[src/rtl/dltq_pkg.sv]
`default_nettype none
package dltq_pkg;

  localparam int unsigned TimeBits = 32;

  typedef enum logic {
    OP_ADVANCE = 1'b0,
    OP_ADD     = 1'b1
  } op_e;

  typedef enum logic [1:0] {
    KIND_FIRED  = 2'd0,
    KIND_DONE   = 2'd1,
    KIND_REJECT = 2'd2
  } kind_e;

  typedef enum logic [2:0] {
    ST_IDLE,
    ST_ADV,
    ST_ADD,
    ST_CHK,
    ST_WALK,
    ST_FIRE,
    ST_DONE
  } state_e;

  typedef struct packed {
    op_e                 operation;
    logic [TimeBits-1:0] ticks;
    logic [15:0]         tag;
  } in_item_t;

  typedef struct packed {
    kind_e       kind;
    logic [15:0] fired_tag;
    logic [4:0]  fired_count;
    logic        last;
  } out_item_t;

  // Insert token walking down the chain (tag travels beside it)
  typedef struct packed {
    logic                vld;
    logic                shifting;
    logic [TimeBits-1:0] delta;
  } tok_t;

  typedef struct packed {
    logic                pop;
    logic                sub_en;
    logic [TimeBits-1:0] sub_val;
  } cell_ctl_t;

endpackage
`default_nettype wire

[src/rtl/dltq_cell.sv]
`default_nettype none
module dltq_cell
  import dltq_pkg::*;
#(
  parameter int unsigned TAG_BITS = 16
) (
  input  wire logic                clk_i,
  input  wire logic                rst_ni,
  input  wire cell_ctl_t           ctl_i,
  input  wire tok_t                tok_i,
  input  wire logic [TAG_BITS-1:0] tok_tag_i,
  input  wire logic                nxt_vld_i,
  input  wire logic [TimeBits-1:0] nxt_delta_i,
  input  wire logic [TAG_BITS-1:0] nxt_tag_i,
  output logic                     vld_o,
  output logic [TimeBits-1:0]      delta_o,
  output logic [TAG_BITS-1:0]      tag_o,
  output tok_t                     tok_o,
  output logic [TAG_BITS-1:0]      tok_tag_o,
  output logic                     absorb_o
);

  logic                vld_q, vld_d;
  logic [TimeBits-1:0] delta_q, delta_d;
  logic [TAG_BITS-1:0] tag_q, tag_d;
  tok_t                tok_q, tok_d;
  logic [TAG_BITS-1:0] tok_tag_q, tok_tag_d;

  always_comb begin
    vld_d     = vld_q;
    delta_d   = delta_q;
    tag_d     = tag_q;
    tok_d     = '0;
    tok_tag_d = tok_tag_q;
    if (ctl_i.pop) begin
      vld_d   = nxt_vld_i;
      delta_d = nxt_delta_i;
      tag_d   = nxt_tag_i;
    end else if (ctl_i.sub_en) begin
      delta_d = delta_q - ctl_i.sub_val;
    end else if (tok_i.vld) begin
      if (!vld_q) begin
        vld_d   = 1'b1;
        delta_d = tok_i.delta;
        tag_d   = tok_tag_i;
      end else if (tok_i.shifting) begin
        // ripple the displaced entry down unchanged
        delta_d   = tok_i.delta;
        tag_d     = tok_tag_i;
        tok_d     = '{vld: 1'b1, shifting: 1'b1, delta: delta_q};
        tok_tag_d = tag_q;
      end else if (tok_i.delta < delta_q) begin
        // new entry lands here; successor keeps only the remainder
        delta_d   = tok_i.delta;
        tag_d     = tok_tag_i;
        tok_d     = '{vld: 1'b1, shifting: 1'b1, delta: delta_q - tok_i.delta};
        tok_tag_d = tag_q;
      end else begin
        tok_d     = '{vld: 1'b1, shifting: 1'b0, delta: tok_i.delta - delta_q};
        tok_tag_d = tok_tag_i;
      end
    end
  end

  always_ff @(posedge clk_i or negedge rst_ni) begin
    if (!rst_ni) begin
      vld_q <= 1'b0;
      tok_q <= '0;
    end else begin
      vld_q <= vld_d;
      tok_q <= tok_d;
    end
  end

  always_ff @(posedge clk_i) begin
    delta_q   <= delta_d;
    tag_q     <= tag_d;
    tok_tag_q <= tok_tag_d;
  end

  assign vld_o     = vld_q;
  assign delta_o   = delta_q;
  assign tag_o     = tag_q;
  assign tok_o     = tok_q;
  assign tok_tag_o = tok_tag_q;
  assign absorb_o  = tok_i.vld & ~vld_q & ~ctl_i.pop & ~ctl_i.sub_en;

endmodule
`default_nettype wire

[config.mk]
export PLATFORM = sky130hd
export DESIGN_NAME = dltq_cell
export DESIGN_NICKNAME = d
export VERILOG_FILES = /design/src/rtl/dltq_pkg.sv /design/src/rtl/dltq_cell.sv
export SDC_FILE = /design/constraint.sdc
export NUM_CORES = 1
export LEC_CHECK = 0
export ABC_AREA = 1
export BUFFER_PORTS_ARGS = -buffer_cell sky130_fd_sc_hd__buf_2
export CAP_MARGIN = 20
export CORE_ASPECT_RATIO = 0.8
export CORE_MARGIN = 4
export CORE_UTILIZATION = 41
export DETAILED_ROUTE_END_ITERATION = 12
export GPL_TIMING_DRIVEN = 0
export PLACE_DENSITY = 0.6
export RECOVER_POWER = 25
export SLEW_MARGIN = 5
export SYNTH_ARGS = -nofsm -noshare
export SYNTH_HDL_FRONTEND = slang
export SYNTH_SLANG_ARGS = --single-unit
export TNS_END_PERCENT = 100
[constraint.sdc]
create_clock -name clk_i -period 5 [get_ports clk_i]
set_input_delay 0.5 -clock clk_i [delete_from_list [all_inputs] [get_ports clk_i]]
set_output_delay 0.5 -clock clk_i [all_outputs]
set_load 0.02 [all_outputs]
## After elaboration in Yosys (flattened, before gate mapping)

Cells that the tools add are included.

| word-level totals | value |
|---|---|
| register bits | 99 |
| latch bits | 0 |
| bits in writable memories | 0 |
| bits in read-only memories | 0 |
| input bits | 135 |
| output and inout port bits | 100 |
| logic and storage cells | 49 |
| memories kept | 0 |

| cells by class | value |
|---|---|
| add/subtract/negate cells | 3 |
| multipliers | 0 |
| divide/modulo/power cells | 0 |
| magnitude comparators | 1 |
| equal/unequal tests | 3 |
| shift-type cells | 0 |
| multiplexer cells | 23 |
| bitwise operators | 6 |
| reductions and logical operators | 6 |

Operators by type and width:

| cell | number |
|---|---|
| 32-bit two-way mux | 6 |
| 34-bit two-way mux | 4 |
| 16-bit two-way mux | 8 |
| 32-bit subtractor | 3 |
| 33-bit two-way mux | 2 |
| 32-bit less-than comparator | 1 |
| 5-bit by 4-bit != test with 1-bit output (second input constant) | 1 |
| 4-bit by 3-bit != test with 1-bit output (second input constant) | 1 |
| 2-bit AND reduction | 2 |
| 4-bit AND reduction | 1 |
| 1-bit AND | 3 |
| 1-bit two-way mux | 3 |
| 1-bit NOT | 3 |
| 3-bit AND reduction | 1 |
| 3-bit nonzero test | 1 |
| 2-bit by 1-bit != test with 1-bit output (second input constant) | 1 |
| 2-bit nonzero test | 1 |

## Longest topological paths before layout

Gate-level depths: netlist of run 1.

| depth | value |
|---|---|
| depth in word-level cells | 7 |
| gate-level depth with buffers | 18 |
| depth with buffers taken out | 17 |

## Worst setup path after synthesis of run 1

OpenSTA, ideal clock, no wires.

| timing | value |
|---|---|
| kind | input port to flip-flop |
| start point | input tok_i[0] (netlist name) |
| end point | register tag_q[0], in the netlist tag_o[0] (enable) |
| library setup time | 0.411 ns |
| data arrival time | 3.216 ns |
| required time | 4.589 ns |
| slack | 1.373 ns |
| cell stages on the path | 15 |
| buffers on the path | 0 |
| path through | inv_1 > ha_1 > inv_1 > fa_1 > nand3_1 > nand3_1 > nand2_1 > nand3_2 > nand2_1 > nand2_2 > nand2_1 > nand3_4 > nand2_4 > nor2_1 > o21ai_0 |

| on the way | value |
|---|---|
| cells in the longest elaborated chain, start to end | 3 |

Ends and longest elaborated chain:

| what | line | text |
|---|---|---|
| from (decl) | dltq_cell.sv:10 | `input wire tok_t tok_i,` |
| 32-bit less-than comparator | dltq_cell.sv:52 | `end else if (tok_i.delta < delta_q) begin` |
| 4-bit by 3-bit != test with 1-bit output (no source line) | -- |  |
| 3-bit AND reduction (no source line) | -- |  |
| to (signal assigned) | dltq_cell.sv:77 | `tag_q <= tag_d;` |
| to (decl) | dltq_cell.sv:25 | `logic [TAG_BITS-1:0] tag_q, tag_d;` |

Every way passes these cells.
A chain may end at the register's enable or synchronous reset.

## Final worst setup path of run 1

| timing | value |
|---|---|
| start point | register delta_q[1], in the netlist delta_o[1] |
| end point | register tag_q[2], in the netlist tag_o[2] (enable) |

| on the way | value |
|---|---|
| cells in the longest elaborated chain, start to end | 3 |

Ends and longest elaborated chain:

| what | line | text |
|---|---|---|
| from (decl) | dltq_cell.sv:24 | `logic [TimeBits-1:0] delta_q, delta_d;` |
| from (signal assigned) | dltq_cell.sv:76 | `delta_q <= delta_d;` |
| 32-bit less-than comparator | dltq_cell.sv:52 |  |
| 4-bit by 3-bit != test with 1-bit output (no source line) | -- |  |
| 3-bit AND reduction (no source line) | -- |  |

Every way passes these cells.

==> results of run 1 <==
[Yosys cell counts, types with 4 or more instances]
library cell,n
nand2_2,30
a21oi_2,14
buf_6,4
nor3_1,12
xor2_1,30
dfrtp_1,35
a21oi_1,97
o221ai_1,10
o21bai_1,6
nor2_1,114
buf_4,4
edfxtp_1,64
o21ai_1,22
nand2_1,648
nand3b_1,6
a22oi_1,22
xnor2_1,15
nand3_1,78
inv_1,335
nand4_1,11
clkbuf_1,18
o21ai_0,77
inv_2,11
ha_1,96
[metrics by stage]
step | utilization | hold slack (ns) | setup slack, ns | area (µm²)
final | 0.494 | 0.389 | 1.44 | 13100
after detailed placement | 0.484 | 0.541 | 1.26 | 12900
after global placement | 0.483 | 0.538 | 0.132 | 12800
after floorplan | - | 0.204 | 1.37 | 11200
after global routing | 0.494 | 0.393 | 1.24 | 13100
after CTS | 0.495 | 0.259 | 1.47 | 13200
[power by group through the flow]
stage / Clock (mW) / Sequential, mW / Combinational, mW
2_1_floorplan: 0 / 1.13 / 1.49
3_3_place_gp: 0 / 1.09 / 2.20
3_5_place_dp: 0 / 1.09 / 2.22
4_1_cts: 0.795 / 1.07 / 2.23
5_1_grt: 0.830 / 1.09 / 2.52
6_report: 0.784 / 1.08 / 2.26
[tightest hold or removal path, delay by kind of cell]
kind	cells	cell delay (ns)
simple gates	1	0.09
buf+inv	1	0.09
compound gates	1	0.04
[kinds of logic (layout without fill, tap and decap cells)]
group | count (synthesis) | in the layout | share of synthesized area
AOI/OAI and AO/OA | 261 | 261 | 0.134
and+or+nand+nor | 917 | 917 | 0.337
xor gates and xnor gates | 45 | 45 | 0.0351
DFF | 99 | 99 | 0.249
adders and majority gates | 99 | 99 | 0.112
buffers and inverters | 379 | 630 | 0.132
[per-layer routing]
layer  vias to the layer above  wire length, µm
met5                         -                0
met4                         0              829
met3                        36             3140
met2                       426            18400
met1                      5591            20700
li1                       6127                -
[state kept, by name (all words and copies together) (netlist names)]
name	flops
vld_o	1
tok_tag_o	16
tok_o	34
delta_o	32
tag_o	16
[cell usage in the layout, fill, tap and decap left out, types with 3 or more instances in the layout]
master	instances
a21o_1	3
a21oi_1	97
a21oi_2	14
a22oi_1	22
a31oi_1	3
buf_2	198
buf_4	4
buf_6	4
clkbuf_1	57
clkbuf_16	9
dfrtp_1	35
edfxtp_1	64
fa_1	3
ha_1	96
inv_1	335
inv_2	11
nand2_1	647
nand2_2	31
nand3_1	78
nand3b_1	6
nand4_1	11
nor2_1	114
nor2_2	3
nor3_1	12
o21ai_0	76
o21ai_1	22
o21bai_1	6
o221ai_1	10
or2_2	3
xnor2_1	15
xor2_1	30
[final cells by class]
type | count | area, µm²
fillers | 2851 | 13500
multi-input cells | 1322 | 6950
flip-flops and latches | 99 | 2800
inverters | 347 | 1300
repair buffers | 235 | 1140
well taps | 357 | 447
clock buffers | 9 | 225
plain buffers | 32 | 180
clock inverters | 7 | 86.3
[worst max path at each step]
stage                           from         to  slack, ns  cells past startpoint
after floorplan             tok_i[0]   tag_o[0]       1.37                     15
after global placement      tok_i[0]  tag_o[14]       0.13                     16
after detailed placement    tok_i[0]  tag_o[14]       1.26                     16
after CTS                 delta_o[1]   tag_o[2]       1.47                     13
after global routing      delta_o[1]   tag_o[2]       1.24                     13
final                     delta_o[1]   tag_o[2]       1.44                     13
==> results.json, run 1 <==
{
  "maxSlewViolCount": 36,
  "max-slew-margin-rel": -0.419,
  "dieArea_mm2": 0.0301,
  "ctsResizeCount": 0,
  "cts_hold_buf": 0,
  "grt_pass1_vias": 11500,
  "cp_slowest_cell": "o21ai_2",
  "syn_nets": 2034,
  "start_util": 0.422,
  "drtPass1Iterations": 5,
  "detail_route.wl_per_cell_um": 17.9,
  "critPathTopFamily": "simple AND/OR/NAND/NOR gates",
  "rows": 53,
  "hold_viol": 0,
  "drt-initial-drc-count": 1142,
  "via_per_inst": 5.06,
  "yosysTopAreaCell": "nand2_1",
  "worstHoldStart": "nxt_vld_i",
  "clock_power_share": 0.190,
  "syn_area_per_cell_um2": 6.23,
  "synth_cell_types": 46,
  "p_leak_nw": 7.40,
  "grt_max_degree": 36,
  "peakVddDrop_v": 0.000196,
  "cp.required_ns": 5.00,
  "ys_seq_area_frac": 0.249,
  "synth_flop_cell": "edfxtp_1",
  "internal-power_mw": 2.11,
  "track_usage": 0.282,
  "final_nets": 2280,
  "die-width_um": 193,
  "place_inst": 2392,
  "synth_area_leaders": "nand2_1 (22%), edfxtp_1 (17%), inv_1 (11%)",
  "sw_frac_of_total": 0.488,
  "path_max_fanout": 16,
  "cpMostUsedCell": "nand2_1",
  "cap_violations": 1,
  "top_usage_layer": "met1",
  "power.switching_mw": 2.02,
  "combPwrFrac": 0.548,
  "criticalPathCategory": "flop to flop",
  "cts_setup_buffers": 0,
  "power_frac_seq": 0.262,
  "dp_hpwl_um": 36500,
  "diodes": 0,
  "violations": "capacitance limit, slew limit",
  "crit_buf_inv": 1,
  "crit_path_end_kind": "flop",
  "worstHoldEndpoint": "vld_o",
  "cts_sinks": 99,
  "gr-total-overflow": 0,
  "status": "finished with violations",
  "vias": 12200,
  "cpPeakStageDelay_ns": 0.71,
  "antenna_found_initial": 0,
  "grt_setup_unrepaired": "no",
  "drive_gt1_frac": 0.144,
  "syn2layout_area_growth_pct": 16.9,
  "path_clk_slew_ns": 0.08,
  "worstSetupStartpointType": "flop",
  "fmax_mhz": 281,
  "power_density_mw_per_mm2": 314,
  "ys_warn_count": 0,
  "use_met2": 0.424,
  "setup_viol": 0,
  "gp_congestion": 1.00,
  "grt_util_met3": 0.0425,
  "ant_nets": 0,
  "yosysTopAreaCellShare": 0.217,
  "io_pins": 235,
  "synth_async_sr_flop_share": 0.354,
  "r2r-end": "tag_o[2]",
  "hold_depth": 3,
  "die_h_um": 156,
  "r2r_setup_slack_ns": 1.44,
  "insertion_delay_ns": 0.38,
  "layout_min_cycle_time_ns": 3.56,
  "syn_area_mm2": 0.0112,
  "cts_buffers": 9,
  "cts_root_buffer": "clkbuf_16",
  "finalPower_mw": 4.13,
  "skew_ns": 0.0199,
  "drt_wl_total_um": 43100,
  "setup_tns_ns": 0,
  "drc": 0,
  "yosys_register_bits": 99,
  "path_cells": "inv_1 > fa_1 > nand3_1 > nand3_1 > nand2_1 > nand3_2 > nand2_1 > nand2_2 > nand2_1 > nand3_4 > nand2_4 > nor2_1 > o21ai_2",
  "htree_levels": 3,
  "fin_cells": 2408,
  "synth_edf_count": 64,
  "worst_slew_pin_slew_ns": 2.13,
  "timing.hold.worst.class": "input port to flop",
  "worstPathArrival_ns": 3.55,
  "use_met1": 0.426,
  "grt_pass1_wl_um": 64300,
  "tritoncts": "yes",
  "rr_worst_depth": 13,
  "synth_cells": 1800,
  "period_share": 0.711,
  "cts_max_path_buffers": 2,
  "core_area_mm2": 0.0266,
  "port_buffers": 234,
  "worstReg2RegStart": "delta_o[1]"
}
No activity file was read; power rests on OpenSTA's default activity.
==> inputs of run 2 (changes only) <==
--- a/config.mk
+++ b/config.mk
@@ -13,7 +13,7 @@
 export CORE_UTILIZATION = 41
 export DETAILED_ROUTE_END_ITERATION = 12
 export GPL_TIMING_DRIVEN = 0
-export PLACE_DENSITY = 0.6
+export PLACE_DENSITY = 0.62
 export RECOVER_POWER = 25
 export SLEW_MARGIN = 5
 export SYNTH_ARGS = -nofsm -noshare
==> constraint.sdc (replaced) <==
create_clock -name clk_i -period 3.15 [get_ports clk_i]
set_input_delay 0.315 -clock clk_i [delete_from_list [all_inputs] [get_ports clk_i]]
set_output_delay 0.315 -clock clk_i [all_outputs]
set_load 0.02 [all_outputs]
==> run 2 against run 1 <==
The run still ends with capacitance limit, slew limit left. Clock skew is 0.0020 ns lower. Global-route usage shrank 0.24 points. Register-to-register slack got worse by 1.3 ns. Maximum frequency is 19% higher. Largest cell class unchanged. Sequential share of layout area is essentially flat.
==> results.json, run 2 (synthesized netlist as in run 1, its figures left out) <==
{
  "status": "finished with violations",
  "violations": "capacitance limit, slew limit",
  "rows": 53,
  "gr-total-overflow": 0,
  "vias": 12300,
  "port_buffers": 234,
  "sw_frac_of_total": 0.491,
  "syn2layout_area_growth_pct": 17.1,
  "internal-power_mw": 3.27,
  "die-width_um": 193,
  "skew_ns": 0.0179,
  "path_max_fanout": 16,
  "worstPathArrival_ns": 3.04,
  "worstHoldEndpoint": "tag_o[14]",
  "drtPass1Iterations": 6,
  "cp.required_ns": 3.21,
  "dp_hpwl_um": 36600,
  "p_leak_nw": 7.40,
  "hold_slack_ns": 0.223,
  "dieArea_mm2": 0.0301,
  "drc": 0,
  "fmax_mhz": 336,
  "hold_viol": 0,
  "layout_min_cycle_time_ns": 2.98,
  "power.switching_mw": 3.15,
  "drt-initial-drc-count": 1291,
  "postPlaceCellArea_mm2": 0.0129,
  "detail_route.wl_per_cell_um": 17.8,
  "criticalPathCategory": "flop to flop",
  "cts_buffers": 9,
  "grt_setup_unrepaired": "no",
  "peakVddDrop_v": 0.000286,
  "via_per_inst": 5.10,
  "finalPower_mw": 6.42,
  "period_share": 0.945,
  "rr_worst_depth": 10,
  "combPwrFrac": 0.560,
  "dpl_worst_slack_ns": -0.444,
  "r2r_setup_slack_ns": 0.17,
  "hold_depth": 3,
  "cts_sinks": 99,
  "final_cell_mix": "nand2_1 (647), inv_1 (334), buf_2 (197), nor2_1 (114), a21oi_1 (97)",
  "fin_ws_ns": 0.172,
  "cts_hold_buf": 0,
  "final_nets": 2282,
  "insertion_delay_ns": 0.38,
  "antenna_found_initial": 2,
  "drive_gt1_frac": 0.145,
  "largest_reg_flops": 34,
  "grt_pass1_vias": 11600,
  "final_common_cell": "nand2_1",
  "maxSlewViolCount": 36,
  "die_h_um": 156,
  "ant_nets": 0,
  "htree_levels": 3,
  "gp_congestion": 0.980,
  "core_area_mm2": 0.0266,
  "drt_wl_total_um": 43000,
  "grt_max_degree": 36,
  "setup_viol": 0,
  "design_area_mm2": 0.0131,
  "max-slew-margin-rel": -0.468,
  "timing.hold.worst.class": "input port to flop",
  "path_clk_slew_ns": 0.07,
  "tritoncts": "yes",
  "power_density_mw_per_mm2": 489,
  "worstHoldStart": "nxt_tag_i[14]",
  "r2r-end": "delta_o[5]",
  "crit_path_end_kind": "flop",
  "cts_root_buffer": "clkbuf_16",
  "grt_pass1_wl_um": 64200,
  "worstSetupStartpointType": "flop",
  "cts_max_path_buffers": 2,
  "worst_slew_pin_slew_ns": 2.20,
  "clock_power_share": 0.173,
  "track_usage": 0.280,
  "io_pins": 235,
  "start_util": 0.422,
  "worstReg2RegStart": "delta_o[28]",
  "cap_violations": 1,
  "power_frac_seq": 0.266
}
-- run 2: through the flow --
stage / TNS, ns / utilization / std cells
after CTS: 0 / 0.496 / 2410
after global routing: 0 / 0.494 / 2412
after detailed placement: -18.15 / 0.484 / 2392
after floorplan: 0 / - / 1800
final: 0 / 0.494 / 2412
after global placement: -29.21 / 0.483 / 2391
-- run 2: cell type report --
class                           instances  area, µm²
Fill cell                            2899      13500
Multi-Input combinational cell       1323       6980
Sequential cell                        99       2800
Inverter                              347       1300
Timing Repair Buffer                  236       1160
Tap cell                              357        447
Clock buffer                           10        229
Buffer                                 32        180
Clock inverter                          6       46.3
Antenna cell                            2       5.00
-- run 2: routing by layer --
| metal | vias to the layer above | global-route usage | part of all wire |
|---|---|---|---|
| met4 | 0 | 0.0799 | 0.024 |
| met5 | - | 0 | 0 |
| met2 | 480 | 0.420 | 0.43 |
| met1 | 5625 | 0.424 | 0.48 |
| met3 | 51 | 0.0313 | 0.064 |
| li1 | 6143 | - | - |
-- run 2: power by group through the flow --
stage               Clock [mW]  Combinational, mW  Sequential [mW]
floorplan                    0               2.37             1.79
global placement             0               3.48             1.72
detailed placement           0               3.53             1.73
CTS                       1.13               3.55             1.70
global route              1.18               4.00             1.72
finish                    1.11               3.60             1.71
-- run 2: worst max-delay path, cell delays in order (launching register included) --
cell and delay (ns):
edfxtp_1 0.57, ha_1 0.55, nand2_1 0.15, inv_2 0.09, nand3_2 0.12, nor2_1 0.23, nor3_4 0.08, nand3_4 0.20
nand2_4 0.13, o21ai_2 0.28, nand2_4 0.23
-- run 2: what timing repair did --
action	CTS	global route
setup endpoints to repair	48	48
gates cloned	1	0
pin swaps	1	0
gates resized for setup	4	2
setup buffers	1	0
-- run 2: worst max-delay path by stage --
stage | cells past startpoint | slack, ns | start | end
floorplan | 14 | 0.03 | delta_o[0] | delta_o[0]
global placement | 16 | -0.72 | tok_i[0] | delta_o[5]
detailed placement | 16 | -0.44 | tok_i[0] | tag_o[8]
CTS | 14 | 0.07 | delta_o[1] | tag_o[1]
global route | 13 | 0.02 | delta_o[6] | delta_o[9]
finish | 10 | 0.17 | delta_o[28] | delta_o[5]
==> inputs of run 3 (changes only) <==
--- a/config.mk
+++ b/config.mk
@@ -14,7 +14,7 @@
 export DETAILED_ROUTE_END_ITERATION = 12
 export GPL_TIMING_DRIVEN = 0
 export PLACE_DENSITY = 0.62
-export RECOVER_POWER = 25
+export RECOVER_POWER = 50
 export SLEW_MARGIN = 5
 export SYNTH_ARGS = -nofsm -noshare
 export SYNTH_HDL_FRONTEND = slang
==> run 3 against run 2 <==
Sequential power is essentially flat. Critical endpoint unchanged. Largest power group unchanged. Die area stayed put. Clock power hardly changed. Count of clock-buffer cells in the layout is the same. Wire length grew 0.33%. Sequential share of layout area up 0.13 points. Non-clock buffer count unchanged. First-iteration DRC count down 3.2%. The flow still finishes with violations (capacitance limit, slew limit).
==> results.json, run 3 (synthesized netlist as in run 1, its figures left out) <==
{
  "status": "finished with violations",
  "violations": "capacitance limit, slew limit",
  "htree_levels": 3,
  "drive_gt1_frac": 0.115,
  "worstHoldStart": "nxt_tag_i[14]",
  "drc": 0,
  "hold_slack_ns": 0.220,
  "gr-total-overflow": 0,
  "final_nets": 2282,
  "track_usage": 0.280,
  "skew_ns": 0.0186,
  "layout_min_cycle_time_ns": 2.97,
  "cp.required_ns": 3.21,
  "cts_root_buffer": "clkbuf_16",
  "r2r_setup_slack_ns": 0.18,
  "grt_pass1_wl_um": 64200,
  "period_share": 0.944,
  "p_leak_nw": 7.22,
  "grt_max_degree": 36,
  "gp_congestion": 0.980,
  "die_h_um": 156,
  "design_area_mm2": 0.0131,
  "cts_sinks": 99,
  "final_cell_mix": "nand2_1 (647), inv_1 (334), buf_2 (135), clkbuf_1 (122), nor2_1 (114)",
  "path_max_fanout": 16,
  "cpMostUsedCell": "nand2_4",
  "io_pins": 235,
  "drtPass1Iterations": 6,
  "detail_route.wl_per_cell_um": 17.9,
  "max-slew-margin-rel": -0.454,
  "cts_buffers": 9,
  "tritoncts": "yes",
  "cp_slowest_cell": "edfxtp_1",
  "path_cells": "ha_1 > nand2_1 > inv_2 > nand3_2 > nor2_1 > nor3_4 > nand3_4 > nand2_4 > o21ai_2 > nand2_4",
  "vias": 12300,
  "die-width_um": 193,
  "insertion_delay_ns": 0.38,
  "maxSlewViolCount": 36,
  "crit_buf_inv": 1,
  "final_core_util": 0.491,
  "hold_viol": 0,
  "fmax_mhz": 336,
  "dp_hpwl_um": 36600,
  "via_per_inst": 5.09,
  "critical_path_depth": 10,
  "worst_slew_pin_slew_ns": 2.18,
  "drt_wl_total_um": 43100,
  "port_buffers": 234,
  "rr_worst_depth": 10,
  "final_common_cell": "nand2_1",
  "setup_viol": 0,
  "grt_pass1_vias": 11600,
  "antenna_found_initial": 2,
  "largest_reg_flops": 34,
  "peakVddDrop_v": 0.000286,
  "finalPower_mw": 6.41,
  "crit_end": "delta_o[5]",
  "setup_tns_ns": 0,
  "startpoint": "delta_o[28]",
  "crit_path_end_kind": "flop",
  "r2r-end": "delta_o[5]",
  "power_density_mw_per_mm2": 490,
  "cap_violations": 1,
  "worstPathArrival_ns": 3.03,
  "start_util": 0.422,
  "postPlaceCellArea_mm2": 0.0129,
  "syn2layout_area_growth_pct": 16.4,
  "grt_setup_unrepaired": "no",
  "worstReg2RegStart": "delta_o[28]",
  "worstSetupStartpointType": "flop",
  "cts_max_path_buffers": 2,
  "dieArea_mm2": 0.0301,
  "critPathTopFamily": "simple AND/OR/NAND/NOR gates",
  "cpPeakStageDelay_ns": 0.56,
  "ant_nets": 0,
  "criticalPathCategory": "flop to flop",
  "fill_cells": 2928,
  "drt-initial-drc-count": 1250,
  "rows": 53,
  "core_area_mm2": 0.0266,
  "path_clk_slew_ns": 0.08,
  "timing.hold.worst.class": "input port to flop"
}
run 3: cell types whose count changed in the layout (fill, tap and decap cells not counted), sizes merged:
cell and change:
clkbuf +63, buf -63
run 3: cell type report:
| type | instances | area [µm²] | share of cell area |
|---|---|---|---|
| Antenna cell | 2 | 5.00 | 0.000383 |
| Clock inverter | 6 | 46.3 | 0.00354 |
| Sequential cell | 99 | 2800 | 0.214 |
| Tap cell | 357 | 447 | 0.0342 |
| Multi-Input combinational cell | 1323 | 6980 | 0.534 |
| Timing Repair Buffer | 236 | 1080 | 0.0826 |
| Clock buffer | 10 | 229 | 0.0175 |
| Buffer | 32 | 180 | 0.0138 |
| Inverter | 347 | 1300 | 0.0997 |
run 3: worst reg2reg max path, stage by stage (launching register included):
cell and delay [ns]:
edfxtp_1 0.56, ha_1 0.55, nand2_1 0.15, inv_2 0.09
nand3_2 0.13, nor2_1 0.23, nor3_4 0.08, nand3_4 0.21
nand2_4 0.14, o21ai_2 0.28, nand2_4 0.23
run 3: stage by stage:
| step | setup WS [ns] | std cells |
|---|---|---|
| after floorplan | 0.0276 | 1800 |
| after global placement | -0.721 | 2391 |
| after detailed placement | -0.444 | 2392 |
| after CTS | 0.0692 | 2410 |
| after global routing | 0.0265 | 2412 |
| final | 0.178 | 2412 |
run 3: report_power, final:
part	internal, mW	switching [mW]
logic	1.16	2.41
registers	1.54	0.177
clock network	0.547	0.570
run 3: what timing repair did:
action | 4_1_cts | 5_1_grt
resized for setup | 4 | 2
hold buffers | 0 | 0
pin swaps | 1 | 0
gates cloned | 1 | 0
buffers inserted | 1 | 0
endpoints found under the setup margin | 48 | 48
run 3: worst min-delay path by stage:
stage                            to  slack (ns)  cells after the start
final                     tag_o[14]        0.22                      3
after global routing      tag_o[10]        0.23                      3
after CTS                  tok_o[3]        0.09                      1
after detailed placement   tok_o[4]        0.49                      1
after global placement     tok_o[6]        0.48                      1
after floorplan            tok_o[0]        0.02                      0
run 3: per-layer routing:
| layer | wire, µm | up-vias | track usage |
|---|---|---|---|
| li1 | - | 6146 | - |
| met1 | 20700 | 5615 | 0.424 |
| met2 | 18400 | 466 | 0.420 |
| met3 | 2970 | 59 | 0.0313 |
| met4 | 1100 | 0 | 0.0799 |
| met5 | 0 | - | 0 |
